$ cat src/rtl/rmps_pkg.sv
// ----------------------------------------------------------------------------
// rmps_pkg
// Types shared by the rate monotonic priority sorter and its chain cells.
// ----------------------------------------------------------------------------
package rmps_pkg;

   localparam int TAG_W    = 16;
   localparam int PERIOD_W = 32;

   typedef struct packed {
      logic [TAG_W-1:0]    task_tag;
      logic [PERIOD_W-1:0] task_period;
      logic                last_entry;
   } req_type;

   typedef struct packed {
      logic [TAG_W-1:0]    out_tag;
      logic [PERIOD_W-1:0] out_period;
      logic                out_last;
      logic                overflow;
   } rsp_type;

   typedef struct packed {
      logic                valid;
      logic [TAG_W-1:0]    tag;
      logic [PERIOD_W-1:0] period;
   } entry_type;

   typedef struct packed {
      logic load;
      logic unload;
      logic by_period;
   } cell_ctrl_type;

   typedef enum logic {
      ST_LOAD,
      ST_EMIT
   } state_type;

endpackage

$ cat src/rtl/rmps_cell.sv
// ----------------------------------------------------------------------------
// rmps_cell
// One insertion cell: keeps its entry, takes the new entry, or takes the
// entry of a neighbor (upstream while loading, downstream while unloading).
// ----------------------------------------------------------------------------
module rmps_cell (
   input  logic                   clock,
   input  logic                   reset,
   input  rmps_pkg::cell_ctrl_type ctrl,
   input  rmps_pkg::entry_type    new_entry,
   input  logic                   prev_keep,
   input  rmps_pkg::entry_type    prev_entry,
   input  rmps_pkg::entry_type    next_entry,
   output logic                   keep,
   output rmps_pkg::entry_type    entry
);
   import rmps_pkg::*;

   entry_type entry_ff;
   entry_type entry_in;

   always_comb begin
      keep = entry_ff.valid &
             (!ctrl.by_period || (entry_ff.period >= new_entry.period));
   end

   always_comb begin
      entry_in = entry_ff;
      if (ctrl.unload) begin
         entry_in = next_entry;
      end else if (ctrl.load) begin
         priority if (keep) begin
            entry_in = entry_ff;
         end else if (prev_keep) begin
            entry_in = new_entry;
         end else begin
            entry_in = prev_entry;
         end
      end
   end

   always_ff @(posedge clock) begin
      entry_ff.tag    <= entry_in.tag;
      entry_ff.period <= entry_in.period;
      if (reset) begin
         entry_ff.valid <= 1'b0;
      end else begin
         entry_ff.valid <= entry_in.valid;
      end
   end

   assign entry = entry_ff;

endmodule

$ cat src/rtl/rate_monotonic_priority_sorter_core.sv
// ----------------------------------------------------------------------------
// rate_monotonic_priority_sorter_core
// Loads task entries into an insertion chain, one transaction per cycle,
// then emits them from the head of the chain by decreasing period, or in
// load order when sort_mode is 0. Results start the cycle after the
// marked entry, one per cycle. Throughput: one entry per cycle while
// loading; busy stays high while the chain shifts out through cell 0.
// Reset: chain empty, counter and overflow cleared, sort_mode set to 1.
// The receiver cannot stall; each result shows for exactly one cycle.
// ----------------------------------------------------------------------------
module rate_monotonic_priority_sorter_core #(
   parameter int MAX_TASKS = 32
) (
   input  logic              clock,
   input  logic              reset,
   input  logic              start,
   output logic              busy,
   input  rmps_pkg::req_type req_data,
   output logic              rsp_valid,
   output rmps_pkg::rsp_type rsp_data,
   input  logic              csr_wr_en,
   input  logic              csr_wr_data
);
   import rmps_pkg::*;

   localparam int CNT_W = $clog2(MAX_TASKS + 1);

   state_type       state_ff, state_in;
   logic [CNT_W-1:0] count_ff, count_in;
   logic            dropped_ff, dropped_in;
   logic            sort_mode_ff;

   logic            accept;
   logic            full;
   cell_ctrl_type   ctrl;
   entry_type       new_entry;
   entry_type       cell_entry [MAX_TASKS];
   logic            cell_keep  [MAX_TASKS];
   entry_type       empty_entry;

   assign accept = start && !busy;
   assign full   = (count_ff == CNT_W'(MAX_TASKS));

   assign new_entry.valid  = 1'b1;
   assign new_entry.tag    = req_data.task_tag;
   assign new_entry.period = req_data.task_period;

   assign empty_entry = '0;

   // next state
   always_comb begin
      state_in = state_ff;
      unique case (state_ff)
         ST_LOAD: begin
            if (accept && req_data.last_entry) begin
               state_in = ST_EMIT;
            end
         end
         ST_EMIT: begin
            if (count_ff == CNT_W'(1)) begin
               state_in = ST_LOAD;
            end
         end
         default: state_in = ST_LOAD;
      endcase
   end

   // outputs and chain control
   always_comb begin
      busy           = 1'b0;
      rsp_valid      = 1'b0;
      ctrl.load      = 1'b0;
      ctrl.unload    = 1'b0;
      ctrl.by_period = sort_mode_ff;
      count_in       = count_ff;
      dropped_in     = dropped_ff;
      unique case (state_ff)
         ST_LOAD: begin
            if (accept) begin
               if (full) begin
                  dropped_in = 1'b1;
               end else begin
                  ctrl.load = 1'b1;
                  count_in  = count_ff + CNT_W'(1);
               end
            end
         end
         ST_EMIT: begin
            busy        = 1'b1;
            rsp_valid   = 1'b1;
            ctrl.unload = 1'b1;
            count_in    = count_ff - CNT_W'(1);
            if (count_ff == CNT_W'(1)) begin
               dropped_in = 1'b0;
            end
         end
         default: begin
            busy = 1'b0;
         end
      endcase
   end

   assign rsp_data.out_tag    = cell_entry[0].tag;
   assign rsp_data.out_period = cell_entry[0].period;
   assign rsp_data.out_last   = (count_ff == CNT_W'(1));
   assign rsp_data.overflow   = dropped_ff;

   always_ff @(posedge clock) begin
      if (reset) begin
         state_ff     <= ST_LOAD;
         count_ff     <= '0;
         dropped_ff   <= 1'b0;
         sort_mode_ff <= 1'b1;
      end else begin
         state_ff   <= state_in;
         count_ff   <= count_in;
         dropped_ff <= dropped_in;
         if (csr_wr_en) begin
            sort_mode_ff <= csr_wr_data;
         end
      end
   end

   for (genvar i = 0; i < MAX_TASKS; i++) begin : g_cell
      logic      prev_keep;
      entry_type prev_entry;
      entry_type next_entry;

      if (i == 0) begin : g_head
         assign prev_keep  = 1'b1;
         assign prev_entry = empty_entry;
      end else begin : g_body
         assign prev_keep  = cell_keep[i-1];
         assign prev_entry = cell_entry[i-1];
      end

      if (i == MAX_TASKS - 1) begin : g_tail
         assign next_entry = empty_entry;
      end else begin : g_mid
         assign next_entry = cell_entry[i+1];
      end

      rmps_cell u_cell (
         .clock      (clock),
         .reset      (reset),
         .ctrl       (ctrl),
         .new_entry  (new_entry),
         .prev_keep  (prev_keep),
         .prev_entry (prev_entry),
         .next_entry (next_entry),
         .keep       (cell_keep[i]),
         .entry      (cell_entry[i])
      );
   end

endmodule

$ cat config.mk
export PLATFORM = sky130hd
export DESIGN_NAME = rate_monotonic_priority_sorter_core
export DESIGN_NICKNAME = d
export VERILOG_FILES = /design/src/rtl/rmps_pkg.sv /design/src/rtl/rmps_cell.sv /design/src/rtl/rate_monotonic_priority_sorter_core.sv
export SDC_FILE = /design/constraint.sdc
export NUM_CORES = 2
export LEC_CHECK = 0
export BUFFER_PORTS_ARGS = -buffer_cell sky130_fd_sc_hd__buf_2
export CAP_MARGIN = 30
export CELL_PAD_IN_SITES_DETAIL_PLACEMENT = 0
export CELL_PAD_IN_SITES_GLOBAL_PLACEMENT = 1
export CORE_MARGIN = 2
export CORE_UTILIZATION = 25
export CTS_BUF_LIST = sky130_fd_sc_hd__clkbuf_16
export CTS_CLUSTER_DIAMETER = 30
export DETAILED_ROUTE_END_ITERATION = 6
export GPL_TIMING_DRIVEN = 0
export PLACE_DENSITY = 0.51
export SLEW_MARGIN = 20
export SYNTH_ARGS = -nofsm -noshare
export SYNTH_HDL_FRONTEND = slang
export SYNTH_SLANG_ARGS = --single-unit
$ cat constraint.sdc
create_clock -name clock -period 8.9 [get_ports clock]
set_clock_uncertainty 0.1 [all_clocks]
set_input_delay 0 -clock clock [delete_from_list [all_inputs] [get_ports clock]]
set_output_delay 0 -clock clock [all_outputs]
set_load 0.03 [all_outputs]
==> impl_metrics.yaml <==
outcome:
  outcome: "finished clean"
drt:
  dr.first_iter.drc_count: 15560
  wl_per_cell_microns: 37.26
  via_per_inst: 5.868
  route.vias.total: 112600
  wl_microns: 714900
  drtAntennaViolNets: 0
  drc: 0
  firstDrtPassIters: 6
global_routing:
  antenna_found_initial: 103
  grt_pass1_vias: 106300
  met3_usage_pct: 6.322
  met2_usage_pct: 47.03
  grt_use_met1_pct: 38.32
  grt_use_total_pct: 30.22
  overflow: 0
  grt_first_pass_wirelength_microns: 942600
  top_usage_layer: "met2"
  grt_max_degree: 49
timing:
  finalCritPeriodShare_pct: 67.65
  slew_violations: 0
  rsz0062_at_grt: "no"
  hold_viol_final: 0
  fmax_mhz: 166.1
  slew_headroom_pct: 20.07
  fin_ws_ps: 2879
  period_needed_ps: 6021
  setup_viol: 0
  tightest_slew_ps: 1191
critical_path:
  critPathBufInv: 5
  worstSetupEndpointType: "flop"
  crit_fanout: 39
  reg2regPathDepth: 8
  crit_chain: "dlygate4sd3_1 -> clkbuf_1 -> clkinv_4 -> ha_1 -> a21oi_1 -> o21ai_0 -> a221oi_1 -> nand2_1 -> o21ai_1 -> clkbuf_1 -> a21boi_0 -> o21ai_4 -> buf_16"
  reg2reg_slack_ps: 3100
  r2r-start: "sort_mode_ff"
  critPathTopFamily: "buffers and inverters"
  crit_type: "primary input to flop"
  crit_required_ps: 9530
  critPathLaunch: "req_data[18]"
  crit_slowest_cell: "o21ai_1"
  startpoint_type: "primary input"
  r2r_end: "g_cell[27].u_cell.entry[44]"
  cp.arrival_ps: 6650
  path_common_cell: "clkbuf_1"
  critPathMaxStageDelay_ps: 830
clocking:
  clkTransAtPathRegs_ps: 40
  clk_latency_ps: 1050
  cts_buffers: 546
  clock-sinks: 1577
  cts_tree: "yes"
  h-tree-depth: 6
  ctsResizeCount: 0
  cts.path.max_buffers: 4
  root_buffer: "clkbuf_16"
finish:
  nets: 13850
  synthToLayoutAreaGrowth_pct: 28.27
  final_cell_area_sq_mm: 0.1435
  drive_above_1_share_pct: 14.31
  fill_cells: 46370
power_and_ir_drop:
  power.density_mw_per_mm2: 330.9
  total_power_uw: 47500
  ir_worst_vdd_mv: 0.2350
  p_leak_uw: 0.05489
synthesis:
  synth_top_area_share_pct: 39.93
  synthFlopType: "edfxtp_1"
  synth-async-reset-ratio_pct: 0
  synthesis.nets: 12880
  postSynthAreaPerCell_sq_um: 9.481
  synth-edff-count: 1488
  synthCells: 11800
  ys_types: 84
  yosys_warnings: 0
  ys_ff_latch: 1577
  syn_area_sq_mm: 0.1119
  synth_area_leader_cell: "edfxtp_1"
  synth-seq-area-share_pct: 41.53
  synthTopCellsByArea: "edfxtp_1 40%, ha_1 11%, o21ai_0 4.5%"
hold_path:
  hold_class: "primary input to flop"
  hold_path_depth: 5
  hp-start: "req_data[45]"
  min_to: "g_cell[3].u_cell.entry[44]"
placement:
  place_congestion: 0.9858
  place_area_sq_mm: 0.1253
  io_buffers: 72
  post-dp-hpwl_microns: 559700
  dp_slack_ps: 2791
floorplanning:
  ios: 106
  core_area_sq_mm: 0.4454
  die_y_microns: 673.0
  die_area_sq_mm: 0.4529
  start_util_pct: 25.12
  rows: 245
  die_w_microns: 673.0
flow_run:
  cap_violations: 0
-- per-stage QoR --
stage	cells	hold slack [ps]	utilization, %	TNS, ps
after floorplan	11800	15.89	-	0
after global placement	17800	207.4	26.87	-5340290
after detailed placement	18070	199.2	28.13	0
after CTS	19110	35.81	32.14	0
after global routing	19130	112.9	32.19	0
final	19190	76.69	32.22	0
-- state kept, by name (all words and copies together) (netlist names) --
| name | count |
|---|---|
| g_cell.u_cell.entry | 1568 |
| count_ff | 6 |
| dropped_ff | 1 |
| sort_mode_ff | 1 |
| state_ff | 1 |
-- what timing repair did --
item | 4_1_cts | 5_1_grt
endpoints found under the hold margin | 605 | 0
hold buffers | 60 | 0
buffers inserted | 0 | 0
-- where the power goes --
part           total, uW  leakage (uW)  switching, uW  internal, uW
Combinational      14100        0.0303           8600          5480
Sequential         15200        0.0157           3550         11700
Clock              18200       0.00898           5830         12400
-- final cells by class --
cell class	instances	area [sq um]	area share [%]
Antenna cell	62	155.1	0.1081
Tap cell	5928	7417	5.168
Clock inverter	424	3313	2.308
Multi-Input combinational cell	8925	60250	41.98
Inverter	100	533.0	0.3714
Timing Repair Buffer	414	5998	4.179
Sequential cell	1577	46470	32.38
Buffer	1200	5456	3.802
Clock buffer	557	13940	9.712
-- worst register-to-register path: cells and delay by family (launching register included) --
family                 cells  cell delay, ps
buffers and inverters      5            2850
AO/OA/AOI/OAI              2            1030
AND/OR/NAND/NOR            1             910
flip-flops                 1             600
-- cell usage in the layout, fill, tap and decap left out, types with 256 or more instances in the layout --
cell       instances
edfxtp_1        1488
nor2_1          1285
ha_1            1028
o21ai_0         1001
nand2_1          921
a21oi_1          918
clkbuf_1         776
clkbuf_16        557
a2bb2oi_1        517
nor3_1           483
a211oi_1         458
o221a_2          283
a31oi_1          256
-- worst max-delay path by stage --
stage | end | slack [ps] | depth (start not counted)
global placement | g_cell[2].u_cell.entry[5] | -6350 | 11
finish | g_cell[27].u_cell.entry[44] | 2880 | 13
floorplan | g_cell[23].u_cell.entry[0] | 2010 | 11
global route | g_cell[28].u_cell.entry[45] | 3120 | 15
detailed placement | g_cell[17].u_cell.entry[0] | 2790 | 14
CTS | g_cell[17].u_cell.entry[9] | 3330 | 15
-- kinds of logic (layout without fill, tap and decap cells) --
logic type      count (synthesis)  in the layout  synth area share, %
xor+xnor                        5              5              0.03914
other cells                     0             62                    0
fa+ha+maj                    1028           1028                11.50
simple gates                 3281           3281                12.90
mux                           232            232                2.099
buf+inv                      1300           2695                4.974
compound gates               4379           4379                26.97
flops                        1577           1577                41.53
-- synthesized netlist by cell type (all sizes together) (31+ instances only) --
cell type / number
o31ai: 119
and4: 31
a31oi: 257
o211a: 49
nand2b: 138
a2bb2oi: 517
o221a: 283
a21oi: 920
ha: 1028
nand3: 59
nor3: 486
nand2: 929
inv: 69
nor2b: 47
a21o: 150
clkinv: 31
mux2i: 211
a311oi: 161
or3: 110
dfxtp: 89
a211oi: 469
buf: 202
clkbuf: 993
o32ai: 150
o21ai: 1037
o21a: 88
nand4: 123
a221oi: 35
edfxtp: 1488
nor2: 1286
-- layer usage --
layer	part of all wire, %	up-vias	routed length, microns
met5	0.023	-	166
met4	7.0	26	50240
met3	8.5	1525	60720
met2	44	6116	315400
met1	40	56800	288300
li1	-	48110	-
Note: power is estimated with default switching activity, not from simulation.
